--- config.mk ---
export PLATFORM = sky130hd
export DESIGN_NAME = i2c_transfer_event_sequencer_top
export DESIGN_NICKNAME = d
export VERILOG_FILES = /design/src/rtl/ites_pkg.sv /design/src/rtl/ites_step.sv /design/src/rtl/i2c_transfer_event_sequencer_top.sv
export SDC_FILE = /design/constraint.sdc
export NUM_CORES = 1
export LEC_CHECK = 0
export BUFFER_PORTS_ARGS = -buffer_cell sky130_fd_sc_hd__buf_2
export CAP_MARGIN = 30
export CORE_ASPECT_RATIO = 1.5
export CORE_UTILIZATION = 54
export DETAILED_ROUTE_END_ITERATION = 8
export HOLD_SLACK_MARGIN = 0.08
export PLACE_DENSITY = 0.79
export SLEW_MARGIN = 10
export SYNTH_ARGS = -nofsm -noshare
export SYNTH_HDL_FRONTEND = slang
export SYNTH_HIERARCHICAL = 1
export SYNTH_SLANG_ARGS = --single-unit
--- constraint.sdc ---
create_clock -name aclk -period 2.7 [get_ports aclk]
set_clock_uncertainty 0.2 [all_clocks]
set_input_delay 0.405 -clock aclk [delete_from_list [all_inputs] [get_ports aclk]]
set_output_delay 0.405 -clock aclk [all_outputs]
set_load 0.1 [all_outputs]
--- src/rtl/ites_pkg.sv ---
`timescale 1ns / 1ps
// ----------------------------------------------------------------------------
// I2C transfer event sequencer package
// Action and state codes, flag positions and the item and result types
// ----------------------------------------------------------------------------
package ites_pkg;

    typedef enum logic [2:0] {
        ACT_MASTER_WRITE  = 3'd0,
        ACT_MASTER_READ   = 3'd1,
        ACT_SLAVE_SEND    = 3'd2,
        ACT_SLAVE_RECEIVE = 3'd3,
        ACT_EVENT         = 3'd4
    } action_t;

    typedef enum logic [2:0] {
        MODE_READY = 3'd0,
        MODE_MTX   = 3'd1,
        MODE_MRX   = 3'd2,
        MODE_STX   = 3'd3,
        MODE_SRX   = 3'd4
    } mode_t;

    // status flag bit positions
    localparam int FLG_ADDR = 0;
    localparam int FLG_TXE  = 1;
    localparam int FLG_RXNE = 2;
    localparam int FLG_STOP = 3;
    localparam int FLG_NACK = 4;
    localparam int FLG_DIR  = 5;

    // interrupt enable bit positions
    localparam int EN_TX   = 0;
    localparam int EN_RX   = 1;
    localparam int EN_ADDR = 2;
    localparam int EN_NACK = 3;
    localparam int EN_STOP = 4;

    // acknowledge action bit positions
    localparam int ACK_ADDR  = 0;
    localparam int ACK_STOP  = 1;
    localparam int ACK_NACK  = 2;
    localparam int ACK_FLUSH = 3;

    localparam logic [7:0] FILLER_BYTE = 8'd3;

    typedef struct packed {
        logic [2:0] action;
        logic [7:0] transfer_length;
        logic [6:0] target_address;
        logic       bus_busy;
        logic [5:0] status_flags;
        logic [7:0] received_byte;
        logic [7:0] send_byte;
    } item_t;

    typedef struct packed {
        mode_t      mode;
        logic [7:0] count;
        logic [4:0] mask;
    } seq_state_t;

    typedef struct packed {
        logic       start_accepted;
        logic       start_request;
        logic [6:0] start_address;
        logic       tx_write;
        logic [7:0] tx_value;
        logic       rx_store;
        logic [7:0] rx_value;
        logic [3:0] ack_actions;
        logic [4:0] irq_enables;
        logic [2:0] transfer_state;
        logic [7:0] remaining_bytes;
    } result_t;

endpackage

--- src/rtl/ites_step.sv ---
`timescale 1ns / 1ps
// ----------------------------------------------------------------------------
// I2C transfer event sequencer step logic
// Next state and result for one item, given the current sequencer state
// ----------------------------------------------------------------------------
module ites_step import ites_pkg::*; (
    input  item_t      item,
    input  seq_state_t cur,
    output seq_state_t nxt,
    output result_t    res
);

    logic [7:0] count_dec;
    logic       count_nz;
    logic       count_last;

    assign count_dec  = cur.count - 8'd1;
    assign count_nz   = (cur.count != 8'd0);
    assign count_last = (cur.count == 8'd1);

    always_comb begin
        nxt = cur;
        res = '0;

        case (action_t'(item.action))
            ACT_MASTER_WRITE, ACT_MASTER_READ, ACT_SLAVE_SEND, ACT_SLAVE_RECEIVE: begin
                if ((cur.mode == MODE_READY) && !item.bus_busy) begin
                    res.start_accepted = 1'b1;
                    nxt.count          = item.transfer_length;
                    case (action_t'(item.action))
                        ACT_MASTER_WRITE: begin
                            nxt.mode              = MODE_MTX;
                            nxt.mask[EN_NACK]     = 1'b1;
                            nxt.mask[EN_TX]       = 1'b1;
                            res.start_request     = 1'b1;
                            res.start_address     = item.target_address;
                        end
                        ACT_MASTER_READ: begin
                            nxt.mode              = MODE_MRX;
                            nxt.mask[EN_NACK]     = 1'b1;
                            nxt.mask[EN_RX]       = 1'b1;
                            res.start_request     = 1'b1;
                            res.start_address     = item.target_address;
                        end
                        ACT_SLAVE_SEND: begin
                            nxt.mode          = MODE_STX;
                            nxt.mask[EN_TX]   = 1'b1;
                            nxt.mask[EN_ADDR] = 1'b1;
                            nxt.mask[EN_NACK] = 1'b1;
                            nxt.mask[EN_STOP] = 1'b1;
                        end
                        default: begin
                            nxt.mode          = MODE_SRX;
                            nxt.mask[EN_RX]   = 1'b1;
                            nxt.mask[EN_ADDR] = 1'b1;
                            nxt.mask[EN_NACK] = 1'b1;
                            nxt.mask[EN_STOP] = 1'b1;
                        end
                    endcase
                end
            end
            ACT_EVENT: begin
                // fixed priority: address, tx ready, rx full, stop, nack
                if (item.status_flags[FLG_ADDR]) begin
                    res.ack_actions[ACK_ADDR]  = 1'b1;
                    res.ack_actions[ACK_FLUSH] = item.status_flags[FLG_DIR];
                end else if (item.status_flags[FLG_TXE]) begin
                    if ((cur.mode == MODE_MTX) || (cur.mode == MODE_STX)) begin
                        res.tx_write = 1'b1;
                        if (count_nz) begin
                            res.tx_value = item.send_byte;
                            nxt.count    = count_dec;
                            if (count_last && (cur.mode == MODE_MTX)) begin
                                nxt.mode = MODE_READY;
                            end
                        end else begin
                            // underrun
                            res.tx_value = FILLER_BYTE;
                        end
                    end
                end else if (item.status_flags[FLG_RXNE]) begin
                    if (((cur.mode == MODE_MRX) || (cur.mode == MODE_SRX)) && count_nz) begin
                        res.rx_store = 1'b1;
                        res.rx_value = item.received_byte;
                        nxt.count    = count_dec;
                        if (count_last && (cur.mode == MODE_MRX)) begin
                            nxt.mode = MODE_READY;
                        end
                    end
                end else if (item.status_flags[FLG_STOP]) begin
                    res.ack_actions[ACK_STOP] = 1'b1;
                    if (cur.mode == MODE_SRX) begin
                        nxt.mask[EN_RX] = 1'b0;
                    end else if (cur.mode == MODE_STX) begin
                        nxt.mask[EN_TX] = 1'b0;
                    end
                    nxt.mode = MODE_READY;
                end else if (item.status_flags[FLG_NACK]) begin
                    if ((cur.mode == MODE_MTX) || (cur.mode == MODE_MRX)) begin
                        res.ack_actions[ACK_NACK] = 1'b1;
                        nxt.count                 = 8'd0;
                        nxt.mode                  = MODE_READY;
                    end else if (cur.mode == MODE_STX) begin
                        // slave stays in tx when the count is already spent
                        res.ack_actions[ACK_NACK] = 1'b1;
                        nxt.count                 = 8'd0;
                        if (count_nz) begin
                            nxt.mode = MODE_READY;
                        end
                    end
                end
            end
            default: begin
            end
        endcase

        res.irq_enables     = nxt.mask;
        res.transfer_state  = nxt.mode;
        res.remaining_bytes = nxt.count;
    end

endmodule

--- src/rtl/i2c_transfer_event_sequencer_top.sv ---
`timescale 1ns / 1ps
// ----------------------------------------------------------------------------
// I2C transfer event sequencer top level
// Input register, step logic with sequencer state, result register
// ----------------------------------------------------------------------------
// Takes one start action or interrupt event per clock and returns exactly one
// result per item. An item is held in an input register, then the step logic
// updates the sequencer state (mode, byte count, interrupt enables) and loads
// the result register when that register is empty or being drained.
// Sustained rate is one item per cycle while the result side is not stalled,
// as the state register is updated once per item; back-pressure on the result
// side stalls the input only when both registers are full.
module i2c_transfer_event_sequencer_top import ites_pkg::*; (
    input  logic       aclk,
    input  logic       aresetn,

    input  logic       s_valid,
    output logic       s_ready,
    input  logic [2:0] s_action,
    input  logic [7:0] s_transfer_length,
    input  logic [6:0] s_target_address,
    input  logic       s_bus_busy,
    input  logic [5:0] s_status_flags,
    input  logic [7:0] s_received_byte,
    input  logic [7:0] s_send_byte,

    output logic       m_valid,
    input  logic       m_ready,
    output logic       m_start_accepted,
    output logic       m_start_request,
    output logic [6:0] m_start_address,
    output logic       m_tx_write,
    output logic [7:0] m_tx_value,
    output logic       m_rx_store,
    output logic [7:0] m_rx_value,
    output logic [3:0] m_ack_actions,
    output logic [4:0] m_irq_enables,
    output logic [2:0] m_transfer_state,
    output logic [7:0] m_remaining_bytes
);

    item_t      item_reg;
    logic       item_valid_reg;
    seq_state_t state_reg;
    seq_state_t state_next;
    result_t    result_reg;
    result_t    result_next;
    logic       out_valid_reg;
    logic       advance;

    // stage 2 can take a new result when empty or being drained
    assign advance = item_valid_reg && (!out_valid_reg || m_ready);
    assign s_ready = !item_valid_reg || advance;

    ites_step u_step (
        .item (item_reg),
        .cur  (state_reg),
        .nxt  (state_next),
        .res  (result_next)
    );

    always_ff @(posedge aclk) begin
        if (!aresetn) begin
            item_valid_reg <= 1'b0;
        end else if (s_ready) begin
            item_valid_reg <= s_valid;
        end
    end

    always_ff @(posedge aclk) begin
        if (s_valid && s_ready) begin
            item_reg.action          <= s_action;
            item_reg.transfer_length <= s_transfer_length;
            item_reg.target_address  <= s_target_address;
            item_reg.bus_busy        <= s_bus_busy;
            item_reg.status_flags    <= s_status_flags;
            item_reg.received_byte   <= s_received_byte;
            item_reg.send_byte       <= s_send_byte;
        end
    end

    always_ff @(posedge aclk) begin
        if (!aresetn) begin
            state_reg.mode  <= MODE_READY;
            state_reg.count <= 8'd0;
            state_reg.mask  <= 5'd0;
        end else if (advance) begin
            state_reg <= state_next;
        end
    end

    always_ff @(posedge aclk) begin
        if (!aresetn) begin
            out_valid_reg <= 1'b0;
        end else if (advance) begin
            out_valid_reg <= 1'b1;
        end else if (m_ready) begin
            out_valid_reg <= 1'b0;
        end
    end

    always_ff @(posedge aclk) begin
        if (advance) begin
            result_reg <= result_next;
        end
    end

    assign m_valid           = out_valid_reg;
    assign m_start_accepted  = result_reg.start_accepted;
    assign m_start_request   = result_reg.start_request;
    assign m_start_address   = result_reg.start_address;
    assign m_tx_write        = result_reg.tx_write;
    assign m_tx_value        = result_reg.tx_value;
    assign m_rx_store        = result_reg.rx_store;
    assign m_rx_value        = result_reg.rx_value;
    assign m_ack_actions     = result_reg.ack_actions;
    assign m_irq_enables     = result_reg.irq_enables;
    assign m_transfer_state  = result_reg.transfer_state;
    assign m_remaining_bytes = result_reg.remaining_bytes;

endmodule

Word level (Yosys, flattened, before mapping)
Cells that the tools add are included.
- $add $sub $neg: 1
- equality and inequality tests: 9
- multiplexer cells: 41
- bitwise logic cells: 7
- reduce and logical (&&, ||, !) cells: 31
- operators by type and width (kind ; number):
    2-to-1 mux 11 bit ; 9
    2-to-1 mux 9 bit ; 3
    2-to-1 mux 8 bit ; 3
    one-hot mux 11 bit (2 select lines) ; 1
    2-to-1 mux 16 bit ; 1
    OR reduction 4 bit ; 4
    2-to-1 mux 3 bit ; 5
    2-to-1 mux 1 bit ; 13
    == test 3 x 2 -> 1 bit, second input constant ; 4
    OR reduction 5 bit ; 2
    one-hot mux 3 bit (3 select lines) ; 1
    == test 8 x 1 -> 1 bit, second input constant ; 1
    2-to-1 mux 2 bit ; 4
    nonzero test 8 bit ; 1
    subtractor 8 x 1 -> 8 bit, second input constant ; 1
    inverter 1 bit ; 7
    == test 3 x 1 -> 1 bit, second input constant ; 2
    == test 3 bit, second input constant ; 2
    logical AND 1 bit ; 6
    logical NOT 3 bit ; 2
    OR reduction 6 bit ; 1
    logical OR 1 bit ; 5
    one-hot mux 2 bit (2 select lines) ; 1
    AND reduction 2 bit ; 2
    5 further kinds ; 8
- register bits: 106
- bits of input ports: 45
- output and inout port bits: 49
- word-level logic and storage cells: 116

Depth between registers and ports, before layout
Gate-level depths: netlist of run 1.
- word-level depth: 10
- mapped depth: 10
- gate-level depth less buffers: 9

Cells and area by module
Netlist of run 1, hierarchy kept.
- by module, submodules not included (module ; instances ; cells an instance ; area an instance (µm²) ; sequential area each (µm²)):
    i2c_transfer_event_sequencer_top ; 1 ; 167 ; 3385.7 ; 3002.9
    ites_step ; 1 ; 185 ; 1176.1 ; 0.0

Worst setup path before layout of run 1
No wires, ideal clock.
- kind: reg2reg
- from: register out_valid_reg, in the netlist m_valid
- to: register item_reg[0] (netlist bit) (enable)
- library setup time: 0.446 ns
- arrival: 2.678 ns
- data required time: 2.054 ns
- setup slack: -0.625 ns
- cell stages (with the launch flop): 4
- path buffers: 0
- clock period less this slack: 3.325 ns
- cell sequence: dfxtp_1 nor2b_4 nand2_1 and2_1
- cells in the longest elaborated chain, start to end: 5
- RTL lines (item ; RTL line ; RTL):
    from (decl) ; i2c_transfer_event_sequencer_top.sv:48 ; logic out_valid_reg;
    from (signal assigned) ; i2c_transfer_event_sequencer_top.sv:94 ; out_valid_reg <= 1'b0;
    from (signal assigned) ; i2c_transfer_event_sequencer_top.sv:96 ; out_valid_reg <= 1'b1;
    from (signal assigned) ; i2c_transfer_event_sequencer_top.sv:98 ; out_valid_reg <= 1'b0;
    logical NOT 1 bit ; i2c_transfer_event_sequencer_top.sv:52 ; assign advance = item_valid_reg && (!out_valid_reg || m_ready);
    logical OR 1 bit ; i2c_transfer_event_sequencer_top.sv:52 ;
    logical AND 1 bit ; i2c_transfer_event_sequencer_top.sv:52 ;
    logical OR 1 bit ; i2c_transfer_event_sequencer_top.sv:53 ; assign s_ready = !item_valid_reg || advance;
    net s_ready ; i2c_transfer_event_sequencer_top.sv:18 ; output logic s_ready,
    logical AND 1 bit ; i2c_transfer_event_sequencer_top.sv:71 ; if (s_valid && s_ready) begin
    to (decl) ; i2c_transfer_event_sequencer_top.sv:42 ; item_t item_reg;
The timed path passes the listed nets, and every way through them passes these cells.
A chain may end at the register's enable or synchronous reset.

==> run_results.csv, run 1 <==
group,metric,value,unit
layout,regArea,3005,µm²
critical_path,endpoint_kind,"register",
route,first_pass_iters,4,
route,dr_total_vias,3249,
global_route,grt_max_degree,64,
critical_path,startpoint,"state_reg[6]",
die,io-pin-count,94,
sta,max_freq,392.5,MHz
worst_hold_path,hold_class,"input port to register",
power,p_switching,1.008,mW
power,irDropWorstVdd,0.4503,mV
yosys,synth_cell_types,58,
outcome,outcome,"finished, final reports clean",
power,p_clk_frac,0.351,
critical_path,critPathLaunchType,"register",
critical_path,rr_endpoint,"state_reg[10]",
yosys,ys_seq_area_frac,0.6583,
die,initial_utilization,0.5627,
die,die_area,8827,µm²
critical_path,path_depth,10,
critical_path,critPathTopFamily,"simple AND/OR/NAND/NOR gates",
sta,report.final.slew_viol_count,0,
critical_path,cp_max_fo,6,
critical_path,critPathArrivalTime,2.62,ns
layout,final_common_cell,"buf_2",
route,wl_per_cell,17.46,µm
yosys,yosys_warnings,6,
worst_hold_path,whs_endpoint,"item_valid_reg",
yosys,syn_inst,352,
layout,final_cell_mix,"buf_2 (93), edfxtp_1 (88), nand2_1 (42)",
placement,dp_hpwl,6614,µm
yosys,synth-seq-cells,106,
placement,gp_congestion,0.9135,
clock_tree,tritoncts,"built",
global_route,grt_pass1_wl,16400,µm
critical_path,critical_path.slowest_cell,"or3_4",
power,p_per_area,642.4,nW/µm²
yosys,avgSynthCellArea,12.96,µm²
job,maxCapViolCount,0,
route,initialDrtViolationCount,259,
die,rows,40,
layout,multi_input_area,1319,µm²
clock_tree,clock-sinks,106,
die,core,8108,µm²
die,die_x,77.05,µm
clock_tree,cts_setup_buffers,0,
critical_path,r2r-start,"state_reg[6]",
critical_path,cp_data_required_time,2.77,ns
sta,hold_viol_final,0,
clock_tree,path_clk_slew,0.07,ns
power,p_int,2.735,mW
layout,area_growth,27.73,%
clock_tree,cts_htree_levels,3,
sta,fin_crit_sh,0.9437,
layout,nets,530,
die,die_h,114.6,µm
yosys,synth-edff-count,88,
worst_hold_path,min_from,"s_valid",
layout,final_layout_size_suffix_gt1_frac,0.2951,
global_route,grt_pass1_vias,3347,
clock_tree,insertion_delay,0.34,ns
sta,slew_headroom,0.5942,
route,viasPerCell,5.479,
layout,antenna_cells,0,
layout,fill_cells,584,
layout,largest_register_ffs,41,
sta,tightest_slew,0.6086,ns
route,wl,10360,µm
sta,setup-violations-final,0,
route,ant_nets,0,
clock_tree,clockRootBuffer,"clkbuf_16",
clock_tree,numCtsBuffers,9,
critical_path,regToRegSetupSlack,0.15,ns
placement,portBuffers,93,
critical_path,r2r_cells,10,
power,pwr-share-comb,0.145,
clock_tree,clock_path_buffers,2,
yosys,syn_nets,399,
sta,fin_setup_tns,0,ns
route,drcViolationCount,0,
sta,rsz0062_at_grt,"no",
power,sequentialPowerShare,0.504,
critical_path,crit_chain,"inv_1 > ha_1 > nor3b_1 > buf_4 > and2_1 > or3_4 > a211o_1 > a41oi_2 > nand2_1 > mux2i_1",
critical_path,worstSetupPathType,"register to register",
power,p_total,3.743,mW
critical_path,worst-path-buf-inv,2,
sta,layout_min_cycle_time,2.548,ns
yosys,syn-cell-area,4562,µm²
yosys,synth_flop_cell,"edfxtp_1",
worst_hold_path,min_path_cells,3,
yosys,synthArstFlopShare,0,
global_route,grt_overflow,0,
power,sw_frac_of_total,0.2694,
critical_path,max_stage_delay,0.40,ns
global_route,antenna_found_initial,0,
power,p_leak,2.292,nW
global_route,grt_use_total,0.2507,
cells by family after synthesis:
family,count (synthesis),share of synthesized area
XOR/XNOR,2,0.003841
buffers and inverters,42,0.05540
AND/OR/NAND/NOR,129,0.1550
AO/OA/AOI/OAI,54,0.08475
multiplexers,17,0.03730
flip-flops,106,0.6583
adder cells (fa/ha/maj),2,0.005485
worst max-delay path by stage:
stage / end / slack (ns)
after floorplan: item_reg[0] / 0.16
after global placement: state_reg[10] / 0.25
after detailed placement: state_reg[10] / 0.14
after CTS: state_reg[10] / 0.14
after global routing: state_reg[10] / 0.007
final: state_reg[10] / 0.15
synthesized netlist by cell type, types with 7 or more instances:
cell / n / area, µm²
nor2b_1: 7 / 43.79
o21ai_0: 10 / 50.05
nand2_1: 42 / 157.7
buf_4: 16 / 120.1
and2_1: 19 / 118.9
dfxtp_1: 18 / 360.4
nor2_1: 15 / 56.30
mux2i_1: 17 / 170.2
buf_2: 9 / 45.04
and3_1: 10 / 62.56
edfxtp_1: 88 / 2643
nand3_1: 7 / 35.03
clkbuf_1: 8 / 30.03
per-layer routing:
metal  GRT usage  up-vias  part of all wire
met1      0.2695     1568              0.37
met3     0.04940       18             0.040
met5           0        -                 0
li1            -     1545                 -
met4      0.1094        0             0.026
met2      0.4726      118              0.56
timing repair:
item / CTS / global route
hold buffers: 41 / 0
gates resized for setup: 0 / 2
endpoints found under the setup margin: 0 / 1
endpoints found under the hold margin: 41 / 0
power groups by stage:
stage,Sequential (mW),Combinational [mW],Clock (mW)
after CTS,1.89,0.539,1.33
after floorplan,2.13,0.176,0
after detailed placement,1.92,0.491,0
after global placement,1.92,0.485,0
after global routing,1.89,0.570,1.39
final,1.89,0.543,1.31
through the flow:
| stage | hold slack, ns | cell area, µm² | worst slack [ns] | cells | utilization |
|---|---|---|---|---|---|
| finish | 0.1166 | 5827 | 0.1521 | 593 | 0.7187 |
| floorplan | 0.2296 | 4566 | 0.1617 | 352 | - |
| global route | 0.1428 | 5827 | 0.006671 | 593 | 0.7187 |
| global placement | 0.2375 | 5111 | 0.2451 | 536 | 0.6304 |
| detailed placement | 0.2571 | 5111 | 0.1384 | 536 | 0.6304 |
| CTS | 0.1051 | 5821 | 0.1393 | 593 | 0.7179 |
tightest hold or removal path, stage by stage:
cell and delay, ns:
buf_2 0.09, a21oi_1 0.04, nor2b_1 0.09
layout make-up:
cell class / instances / share of cell area
clock inverters: 7 / 0.01267
repair buffers: 155 / 0.1795
well taps: 105 / 0.02255
flip-flops and latches: 106 / 0.5158
inverters: 7 / 0.004509
multi-input cells: 204 / 0.2263
clock buffers: 9 / 0.03865
No activity file was read; power rests on OpenSTA's default activity.
==> inputs of run 2 (changes only) <==
- CORE_UTILIZATION: 54 -> 44
- PLACE_DENSITY: 0.79 -> 0.66
- REMOVE_ABC_BUFFERS: not set -> 1
==> run_results.csv, run 2 (synthesis gave the netlist of run 1 again) <==
group,metric,value,unit
outcome,outcome,"finished, final reports clean",
critical_path,regToRegSetupSlack,0.09,ns
worst_hold_path,min_path_cells,3,
layout,nets,524,
worst_hold_path,min_from,"s_valid",
sta,hold_viol_final,0,
job,maxCapViolCount,0,
sta,slew_headroom,0.5912,
sta,fin_crit_sh,0.9676,
layout,regArea,3004,µm²
layout,area_growth,28.20,%
power,p_total,3.838,mW
clock_tree,clockRootBuffer,"clkbuf_16",
global_route,grt_use_total,0.1795,
sta,layout_min_cycle_time,2.613,ns
layout,largest_register_ffs,41,
power,p_per_area,656.2,nW/µm²
worst_hold_path,whs_endpoint,"item_valid_reg",
route,first_pass_iters,5,
route,ant_nets,0,
route,viasPerCell,5.230,
layout,antenna_cells,0,
placement,portBuffers,93,
global_route,antenna_found_initial,0,
layout,multi_input_area,1319,µm²
layout,finalNonFillerCells,599,
sta,rsz0062_at_grt,"no",
sta,max_freq,382.8,MHz
route,wl,9192,µm
sta,tightest_slew,0.6047,ns
critical_path,endpoint_kind,"register",
route,dr_total_vias,3133,
critical_path,cp_max_fo,5,
critical_path,r2r-start,"state_reg[6]",
critical_path,critPathArrivalTime,2.64,ns
layout,fill_cells,806,
sta,fin_setup_tns,0,ns
global_route,grt_pass1_vias,3089,
critical_path,r2r_cells,8,
clock_tree,clock_path_buffers,2,
clock_tree,insertion_delay,0.34,ns
clock_tree,path_clk_slew,0.07,ns
sta,setup-violations-final,0,
worst_hold_path,hold_class,"input port to register",
die,die_x,85.14,µm
die,rows,45,
global_route,grt_pass1_wl,14750,µm
layout,final_cell_mix,"buf_2 (93), edfxtp_1 (88), nand2_1 (42)",
clock_tree,clock-sinks,106,
power,p_leak,2.283,nW
route,initialDrtViolationCount,221,
clock_tree,numCtsBuffers,9,
placement,dp.cells,542,
die,io-pin-count,94,
placement,gp_congestion,0.9165,
clock_tree,cts_htree_levels,3,
die,initial_utilization,0.4526,
critical_path,critPathLaunchType,"register",
critical_path,worstSetupPathType,"register to register",
global_route,grt_overflow,0,
clock_tree,tritoncts,"built",
critical_path,rr_endpoint,"state_reg[11]",
global_route,grt_max_degree,64,
route,wl_per_cell,15.35,µm
route,drcViolationCount,0,
placement,dp_hpwl,6115,µm
sta,report.final.slew_viol_count,0,
die,die_h,126.7,µm
layout,final_common_cell,"buf_2",
die,die_area,10790,µm²
power,irDropWorstVdd,0.3189,mV
layout,final_layout_size_suffix_gt1_frac,0.2863,
critical_path,cp_data_required_time,2.73,ns
die,core,10080,µm²
run 2: changes by cell type in the layout (fill, tap and decap cells not counted), moves of 2 or more:
cell,change
buf_4,-7
clkinv_2,-2
and2_2,+2
inv_6,-3
clkinv_4,+3
run 2: stage by stage:
step | setup WS (ns) | hold WS [ns] | cell area [µm²] | utilization
2_1_floorplan | -0.6678 | 0.2296 | 4335 | -
3_3_place_gp | 0.2295 | 0.2374 | 5091 | 0.5052
3_5_place_dp | 0.1582 | 0.2469 | 5091 | 0.5052
4_1_cts | 0.1288 | 0.1009 | 5841 | 0.5795
5_1_grt | 0.02078 | 0.1155 | 5848 | 0.5803
6_report | 0.08744 | 0.1005 | 5848 | 0.5803
run 2: repair_timing:
action | in CTS | in global routing
resized for setup | 0 | 3
hold buffers | 41 | 0
buffers inserted | 0 | 0
endpoints found under the hold margin | 41 | 0
endpoints found under the setup margin | 0 | 8
run 2: how the worst max path moves through the flow:
stage,startpoint,endpoint
global route,state_reg[6],state_reg[11]
CTS,state_reg[6],state_reg[8]
floorplan,m_valid,m_ack_actions[0]
finish,state_reg[6],state_reg[11]
detailed placement,state_reg[6],state_reg[11]
global placement,state_reg[6],m_remaining_bytes[6]
run 2: where the power goes:
group	internal, mW	leakage, nW	switching, mW
registers	1.85	1.00	0.0319
clock network	0.831	0.164	0.590
logic	0.156	1.11	0.378
total	2.84	2.28	1.00
run 2: layer usage:
layer  track usage  share of wire  vias to the layer above
met5             0              0                        -
met4        0.1007          0.029                        0
met3       0.03383          0.043                       20
met2        0.3140           0.53                      114
met1        0.2043           0.40                     1472
li1              -              -                     1527
run 2: layout make-up:
| class | count | share of cell area |
|---|---|---|
| repair buffers | 149 | 0.1733 |
| inverters | 7 | 0.004493 |
| flip-flops and latches | 106 | 0.5137 |
| well taps | 117 | 0.02503 |
| clock inverters | 7 | 0.01947 |
| clock buffers | 9 | 0.03851 |
| multi-input cells | 204 | 0.2255 |
run 2: critical path, stage by stage, from the launching register on:
cell and delay [ns]:
dfxtp_2 0.34, inv_1 0.07, ha_1 0.24, or3b_1 0.43, nor4b_1 0.55, o311ai_1 0.16, a221o_1 0.36, nand2_1 0.06
mux2i_1 0.07
